<file path="src/design/fcw_pkg.sv">
package fcw_pkg;

  // Table and field geometry.
  localparam int unsigned FAT_BYTES_DEF = 8192;
  localparam int unsigned FAT_ADDR_W    = 13;
  localparam int unsigned CFG_IDX_W     = 3;
  localparam int unsigned CFG_DATA_W    = 16;

  // FAT12 entry constants.
  localparam logic [11:0] ENTRY_MASK = 12'hFFF;
  localparam logic [11:0] CHAIN_END  = 12'hFF8;
  localparam logic [7:0]  SPC_MAX    = 8'd128;

  // Configuration register indexes.
  localparam logic [CFG_IDX_W-1:0] CFG_FAT_SIZE  = 3'd0;
  localparam logic [CFG_IDX_W-1:0] CFG_ROOT_LBA  = 3'd1;
  localparam logic [CFG_IDX_W-1:0] CFG_ROOT_SECS = 3'd2;
  localparam logic [CFG_IDX_W-1:0] CFG_DATA_LBA  = 3'd3;
  localparam logic [CFG_IDX_W-1:0] CFG_SPC       = 3'd4;

  typedef enum logic [1:0] {
    OP_LOAD    = 2'd0,
    OP_OPEN    = 2'd1,
    OP_ROOT    = 2'd2,
    OP_ADVANCE = 2'd3
  } fcw_op_e;

  // Volume geometry held by the configuration registers.
  typedef struct packed {
    logic [13:0] fat_size;
    logic [15:0] root_lba;
    logic [12:0] root_secs;
    logic [15:0] data_lba;
    logic [7:0]  spc;
  } fcw_cfg_t;

  // One access to the FAT byte memory.
  typedef struct packed {
    logic                  we;
    logic                  re;
    logic [FAT_ADDR_W-1:0] addr;
    logic [7:0]            wdata;
  } fcw_mem_req_t;

endpackage

</file>
<file path="src/design/fcw_walker.sv">
module fcw_walker
  import fcw_pkg::*;
#(
  parameter int unsigned FatBytes = FAT_BYTES_DEF
) (
  input  logic         clk_i,
  input  logic         rst_ni,
  input  logic         start_i,
  input  logic [1:0]   opcode_i,
  input  logic [12:0]  fat_address_i,
  input  logic [7:0]   fat_byte_i,
  input  logic [11:0]  first_cluster_i,
  input  fcw_cfg_t     cfg_i,
  output fcw_mem_req_t mem_req_o,
  input  logic [7:0]   mem_rdata_i,
  output logic         busy_o,
  output logic         done_o,
  output logic [19:0]  sector_lba_o,
  output logic         end_of_data_o,
  output logic         bad_cluster_o,
  output logic [11:0]  cluster_now_o
);

  typedef enum logic [1:0] {
    S_IDLE,
    S_RD0,
    S_RD1,
    S_CALC
  } state_e;

  state_e      state_q;
  logic [11:0] cur_q;
  logic [6:0]  sic_q;
  logic [12:0] root_idx_q;
  logic        root_q;
  logic        fin_q;
  logic        bad_q;
  logic [12:0] idx_q;
  logic [7:0]  byte0_q;
  logic        done_q;
  logic [19:0] lba_q;
  logic        eod_q;
  logic        badout_q;
  logic [11:0] clout_q;

  fcw_op_e     op;
  logic        accept;
  logic [7:0]  spc_eff;
  logic [13:0] limit;
  logic [12:0] idx;
  logic        idx_end;
  logic        sic_wrap;
  logic        root_more;
  logic        load_ok;
  logic        need_fat;
  logic [15:0] pair;
  logic [11:0] entry;
  logic [11:0] off;
  logic [19:0] prod;
  logic [19:0] lba;

  assign op     = fcw_op_e'(opcode_i);
  assign accept = start_i && (state_q == S_IDLE);

  // Cluster size clamped to 1..128.
  always_comb begin
    priority if (cfg_i.spc == 8'd0) begin
      spc_eff = 8'd1;
    end else if (cfg_i.spc > SPC_MAX) begin
      spc_eff = SPC_MAX;
    end else begin
      spc_eff = cfg_i.spc;
    end
  end

  // Valid FAT bytes never exceed the table depth.
  assign limit = (cfg_i.fat_size > 14'(FatBytes)) ? 14'(FatBytes) : cfg_i.fat_size;

  // Byte offset of the packed entry: cluster * 3 / 2.
  assign idx       = {1'b0, cur_q} + {2'b00, cur_q[11:1]};
  assign idx_end   = ({1'b0, idx} + 14'd1) >= limit;
  assign sic_wrap  = ({1'b0, sic_q} + 8'd1) >= spc_eff;
  assign root_more = ({1'b0, root_idx_q} + 14'd1) < {1'b0, cfg_i.root_secs};
  assign load_ok   = {1'b0, fat_address_i} < 14'(FatBytes);
  assign need_fat  = !fin_q && !root_q && sic_wrap && (cur_q >= 12'd2) && !idx_end;

  // Entry decode once both bytes are in.
  assign pair  = {mem_rdata_i, byte0_q};
  assign entry = cur_q[0] ? pair[15:4] : (pair[11:0] & ENTRY_MASK);

  // Sector address of the cursor.
  assign off  = cur_q - 12'd2;
  assign prod = {8'd0, off} * {12'd0, spc_eff};
  always_comb begin
    priority if (fin_q) begin
      lba = '0;
    end else if (root_q) begin
      lba = {4'd0, cfg_i.root_lba} + {7'd0, root_idx_q};
    end else if (cur_q >= 12'd2) begin
      lba = {4'd0, cfg_i.data_lba} + prod + {13'd0, sic_q};
    end else begin
      lba = '0;
    end
  end

  // Memory: an in-range load writes, a cluster change reads two bytes.
  always_comb begin
    mem_req_o = '0;
    if (accept && (op == OP_LOAD)) begin
      mem_req_o.we    = load_ok;
      mem_req_o.addr  = fat_address_i;
      mem_req_o.wdata = fat_byte_i;
    end else if (accept && (op == OP_ADVANCE) && need_fat) begin
      mem_req_o.re   = 1'b1;
      mem_req_o.addr = idx;
    end else if (state_q == S_RD0) begin
      mem_req_o.re   = 1'b1;
      mem_req_o.addr = idx_q + 13'd1;
    end
  end

  // Sequencer, cursor state and result registers.
  always_ff @(posedge clk_i or negedge rst_ni) begin
    if (!rst_ni) begin
      state_q    <= S_IDLE;
      cur_q      <= '0;
      sic_q      <= '0;
      root_idx_q <= '0;
      root_q     <= 1'b0;
      fin_q      <= 1'b1;
      bad_q      <= 1'b0;
      idx_q      <= '0;
      byte0_q    <= '0;
      done_q     <= 1'b0;
      lba_q      <= '0;
      eod_q      <= 1'b0;
      badout_q   <= 1'b0;
      clout_q    <= '0;
    end else begin
      done_q <= 1'b0;
      unique case (state_q)
        S_IDLE: begin
          if (start_i) begin
            bad_q   <= 1'b0;
            state_q <= S_CALC;
            unique case (op)
              OP_LOAD: begin
              end
              OP_OPEN: begin
                root_q <= 1'b0;
                cur_q  <= first_cluster_i;
                sic_q  <= '0;
                fin_q  <= (first_cluster_i < 12'd2) || (first_cluster_i >= CHAIN_END);
                bad_q  <= first_cluster_i < 12'd2;
              end
              OP_ROOT: begin
                root_q     <= 1'b1;
                root_idx_q <= '0;
                fin_q      <= cfg_i.root_secs == 13'd0;
              end
              OP_ADVANCE: begin
                if (!fin_q) begin
                  if (root_q) begin
                    if (root_more) begin
                      root_idx_q <= root_idx_q + 13'd1;
                    end else begin
                      fin_q <= 1'b1;
                    end
                  end else if (!sic_wrap) begin
                    sic_q <= sic_q + 7'd1;
                  end else begin
                    sic_q <= '0;
                    if (need_fat) begin
                      idx_q   <= idx;
                      state_q <= S_RD0;
                    end else begin
                      fin_q <= 1'b1;
                    end
                  end
                end
              end
              default: begin
              end
            endcase
          end
        end
        S_RD0: begin
          byte0_q <= mem_rdata_i;
          state_q <= S_RD1;
        end
        S_RD1: begin
          if (entry >= CHAIN_END) begin
            fin_q <= 1'b1;
          end else begin
            cur_q <= entry;
            if (entry < 12'd2) begin
              fin_q <= 1'b1;
              bad_q <= 1'b1;
            end
          end
          state_q <= S_CALC;
        end
        S_CALC: begin
          done_q   <= 1'b1;
          lba_q    <= lba;
          eod_q    <= fin_q;
          badout_q <= bad_q;
          clout_q  <= root_q ? 12'd0 : cur_q;
          state_q  <= S_IDLE;
        end
        default: begin
          state_q <= S_IDLE;
        end
      endcase
    end
  end

  assign busy_o        = state_q != S_IDLE;
  assign done_o        = done_q;
  assign sector_lba_o  = lba_q;
  assign end_of_data_o = eod_q;
  assign bad_cluster_o = badout_q;
  assign cluster_now_o = clout_q;

  // A result is strobed for one cycle only.
  a_done_single : assert property (@(posedge clk_i) disable iff (!rst_ni)
    done_q |=> !done_q)
    else $error("result strobe held for more than one cycle");

  // A finished chain reports no sector.
  a_end_no_lba : assert property (@(posedge clk_i) disable iff (!rst_ni)
    (done_q && eod_q) |-> (lba_q == 20'd0))
    else $error("sector reported after end of data");

  // The second FAT byte read always follows the first.
  a_rd_order : assert property (@(posedge clk_i) disable iff (!rst_ni)
    (state_q == S_RD1) |-> ($past(state_q) == S_RD0))
    else $error("FAT read sequence broken");

  // Every result comes from the calculation step.
  a_done_from_calc : assert property (@(posedge clk_i) disable iff (!rst_ni)
    $rose(done_q) |-> ($past(state_q) == S_CALC))
    else $error("result strobed outside the calculation step");

endmodule

</file>
<file path="config.mk">
export PLATFORM = sky130hd
export DESIGN_NAME = fcw_walker
export DESIGN_NICKNAME = d
export VERILOG_FILES = /design/src/design/fcw_pkg.sv /design/src/design/fcw_walker.sv
export SDC_FILE = /design/constraint.sdc
export NUM_CORES = 1
export LEC_CHECK = 0
export BUFFER_PORTS_ARGS = -buffer_cell sky130_fd_sc_hd__buf_2
export CORE_ASPECT_RATIO = 1.5
export CORE_MARGIN = 2
export CORE_UTILIZATION = 45
export CTS_BUF_LIST = sky130_fd_sc_hd__clkbuf_4 sky130_fd_sc_hd__clkbuf_8
export DETAILED_ROUTE_END_ITERATION = 8
export PLACE_DENSITY = 0.72
export SYNTH_ARGS = -nofsm -noshare
export SYNTH_HDL_FRONTEND = slang
export SYNTH_SLANG_ARGS = --single-unit
export TNS_END_PERCENT = 5
</file>
<file path="constraint.sdc">
create_clock -name clk_i -period 13.9 [get_ports clk_i]
set_input_delay 2.78 -clock clk_i [delete_from_list [all_inputs] [get_ports clk_i]]
set_output_delay 2.78 -clock clk_i [all_outputs]
set_load 0.1 [all_outputs]
</file>
; After elaboration in Yosys (flattened, before gate mapping)
; Index checks and enable logic that the tools add are counted.
[word_totals]
regBits = 93
out_inout_bits = 59
ramBits = 0
mem_bits_ro = 0
wordCells = 131
n_memories = 0
latch_bits = 0
[classes]
div_mod_pow = 0
reduce_logical = 28
n_shift = 0
addsub = 11
n_bitwise = 2
muxes = 49
n_mul = 1
eq_ne = 16
magnitude_cmp = 10
[op_table]
columns = cell, count
row1 = $mux 12, 5
row2 = $mux 20, 3
row3 = $mux 13, 4
row4 = $mux 14, 3
row5 = $add 13x1->14 const B, 2
row6 = $add 13x1->13 const B, 2
row7 = $pmux 13 s2, 1
row8 = $ge 12x12->1 const B, 2
row9 = $lt 12x2->1 const B, 2
row10 = $mux 8, 3
row11 = $pmux 12 s2, 1
row12 = $mux 7, 3
row13 = $add 16x20->20, 1
row14 = $add 20x7->20, 1
row15 = $mul 12x8->20, 1
row16 = $add 16x13->17, 1
row17 = $ge 14x14->1, 1
row18 = $gt 14x14->1 const B, 1
row19 = $lt 14x13->1, 1
row20 = $mux 1, 14
row21 = $ne 2x2->1 const B, 7
row22 = $pmux 7 s2, 1
row23 = $add 12x11->13, 1
row24 = $logic_not 13->1, 1
row25 = other kinds (27), 55

; Logic depth before layout (Yosys ltp)
[depth]
word_depth = 14
mapped_depth = 26
ltp_nobuf = 26

; Least setup slack after synthesis
; OpenSTA, ideal clock, no wires.
[synth_path]
path_kind = input-to-output
startpoint = in cfg_i[7] (netlist name)
endpoint = out mem_req_o[15] (netlist name)
arrival_ps = 7451
n_path_buf = 4
stages = 15
setup_slack_ps = 3669
required_time_ps = 11120
cell_sequence = buf_2 > clkinv_1 > nand2_1 > clkbuf_1 > ha_1 > a21o_1 > a31oi_1 > o21ai_0 > maj3_1 > a31oi_1 > or3_1 > buf_6 > buf_4 > a31oi_1 > o21ai_0
[synth_lines]
columns = item, line_no
row1 = "start, declared", fcw_walker.sv:13  ; input fcw_cfg_t cfg_i,
row2 = "end, declared", fcw_walker.sv:14  ; output fcw_mem_req_t mem_req_o,

==> impl_metrics.json <==
{
  "crit_buf_inv": 4,
  "async_flop_share_pct": 100.0,
  "max_freq_mhz": 99.48,
  "placementRows": 71,
  "ctsHoldBuffers": 0,
  "crit_chain": "buf_2, clkinv_1, nand2_1, ha_1, a21o_1, a31oi_1, o21ai_0, maj3_1, a31oi_1, buf_4, or3_1, mux2_4, o21ai_2, buf_2",
  "crit_arrival_ns": 7.27,
  "crit_fanout": 29,
  "clock_skew_ns": 0.009033,
  "setup_viol": 0,
  "htreeDepth": 3,
  "cp_top_family": "simple AND/OR/NAND/NOR gates",
  "fin_crit_ns": 10.05,
  "grt_usage_pct": 24.71,
  "antenna_found_initial": 0,
  "finalHoldViolations": 0,
  "max_stage_delay_ns": 0.79,
  "cts-root-buf": "clkbuf_8",
  "netlist_area_sq_um": 11450,
  "finalCritPeriodShare_pct": 72.32,
  "hold_class": "register to register",
  "grt_setup_unrepaired": "false",
  "vias": 10070,
  "drc": 0,
  "cts_resized": 0,
  "cts_made_buffers": 9,
  "placed_cell_area_sq_um": 12570,
  "core_sq_um": 25050,
  "postSynthCellCount": 1325,
  "detail-route-antenna-nets": 0,
  "vias_per_cell": 5.584,
  "synth-edff-count": 0,
  "grt_pass1_vias": 10130,
  "initial_utilization_pct": 45.71,
  "synth_cell_types": 77,
  "syn_nets": 1663,
  "fin_area_sq_um": 12770,
  "crit_slowest_cell": "or3_1",
  "syn_to_final_growth_pct": 11.54,
  "cts_setup_buffers": 0,
  "worstSetupPathType": "input pin to output port",
  "synth-seq-cells": 93,
  "tightest_slew_ns": 0.9971,
  "clock_latency_ns": 0.39,
  "drt_pre_antenna_iters": 5,
  "port_buffers": 171,
  "chipHeight_um": 199.4,
  "path_clk_slew_ns": 0.11,
  "post-dp-hpwl_um": 26890,
  "ios": 172,
  "maxCapViolCount": 0,
  "grt_overflow": 0,
  "crit_path_end_kind": "output port",
  "crit_required_ns": 11.12,
  "insertedDiodeCount": 0,
  "place_congestion": 1.004,
  "die_w_um": 134.2,
  "slew_violations": 0,
  "cts_num_sinks": 93,
  "wirelength_um": 32600,
  "drive_above_1_share_pct": 15.53,
  "grt_max_degree": 68,
  "crit_path_start_kind": "input pin",
  "die_area_sq_um": 26760,
  "syn_avg_cell_area_sq_um": 8.642,
  "slew_headroom_pct": 33.53,
  "finalNetCount": 1808,
  "yosys_warnings": 0,
  "wl_per_cell_um": 18.08,
  "drt_iter0_markers": 456,
  "grt_pass1_wl_um": 51490,
  "cts_max_path_buffers": 2,
  "tns_ns": 0,
  "synthFlopType": "dfrtp_1",
  "synth.yosys.seq_area_share_pct": 20.33,
  "outcome": "finished, final reports clean",
  "cts_tree": "done"
}
==> path summary, 6_finish.rpt <==
path                       slack [ns]  cells after the start               end             start
max reg2reg                      6.47                     23  sector_lba_o[19]          cur_q[1]
min                              0.49                      2  cluster_now_o[6]  cluster_now_o[6]
min reg2reg                      0.49                      2  cluster_now_o[6]  cluster_now_o[6]
min in group asynchronous        2.29                      1     root_idx_q[7]            rst_ni
max in group asynchronous       10.39                      2          idx_q[1]            rst_ni
max                              3.85                     14     mem_req_o[20]          cfg_i[7]
==> worst min-delay path: cells and delay by family, from the launching register on <==
kind	cells	cell delay (ns)
AO/OA/AOI/OAI	1	0.05
AND/OR/NAND/NOR	1	0.05
flip-flops	1	0.36
==> placed cells by master (no fill, tap or decap), drive strengths merged, types with 6 or more instances in the layout <==
master	instances
buf	177
ha	143
inv	138
nand2	130
nor2	130
dfrtp	92
fa	82
o21ai	67
xnor2	49
a21oi	48
nand3	40
xor2	35
nor3	30
nand2b	28
a21o	22
o31ai	20
a31oi	18
nor2b	16
nor4	15
and3	14
mux2i	14
nand4	14
and2	12
mux2	12
o21a	9
o2bb2ai	9
a22oi	9
clkbuf	9
or3	8
nor3b	8
a32o	6
clkinv	6
==> cells by family after synthesis <==
kind of cell	synth area share, %
xor+xnor	6.490
mux	2.469
buf+inv	6.173
flops	20.33
compound gates	15.28
simple gates	19.21
fa+ha+maj	30.05
==> layout make-up <==
cell class                      instances  area (sq um)
Fill cell                            2472         12280
Multi-Input combinational cell       1052          8416
Tap cell                              328         410.4
Timing Repair Buffer                  177         903.4
Inverter                              137         514.2
Sequential cell                        93          2328
Clock buffer                            9         123.9
Clock inverter                          7         76.32
==> cells in the mapped netlist, types with 12 or more instances <==
master    count  share of area, %
nand2b_1     27               1.5
a21oi_1      48               2.1
and2_1       12              0.66
a31oi_1      18              0.98
o21ai_0      63               2.8
mux2i_1      14               1.2
inv_1       133               4.4
dfrtp_1      92                20
xnor2_1      48               3.7
nor3_1       29               1.3
nand2_1     130               4.3
nor2b_1      16              0.87
xor2_1       35               2.7
o31ai_1      20               1.3
fa_1         82                14
nor4_1       15              0.82
nand3_1      39               1.7
clkbuf_1     28              0.92
nand4_1      13              0.71
ha_1        143                16
nor2_1      129               4.2
a21o_1       22               1.4
and3_1       14              0.76
==> registers in the layout, indices dropped and copies added (netlist names), 2 cells and up <==
register,cells
state_q,2
byte0_q,8
cur_q,12
cluster_now_o,12
idx_q,13
root_idx_q,13
sector_lba_o,20
sic_q,7
==> metal layers <==
metal / up-vias / GRT usage [%] / wire length, um
li1: 4844 / - / -
met1: 4831 / 28.70 / 12660
met2: 317 / 44.69 / 16870
met3: 76 / 2.562 / 1386
met4: 0 / 12.90 / 1683
met5: - / 0 / 0
==> per-stage QoR <==
stage | setup WS, ns | hold WS (ns) | util [%] | instances
after floorplan | 3.669 | 0.4658 | - | 1325
after global placement | 4.105 | 0.4680 | 50.18 | 1787
after detailed placement | 3.978 | 0.4689 | 50.18 | 1787
after CTS | 3.950 | 0.4964 | 50.98 | 1803
after global routing | 3.591 | 0.5371 | 50.98 | 1803
final | 3.848 | 0.4936 | 50.98 | 1803
Power is left out: the tool's default activity adds up to more than one toggle a clock period on the data nets, which glitch-free logic cannot reach.
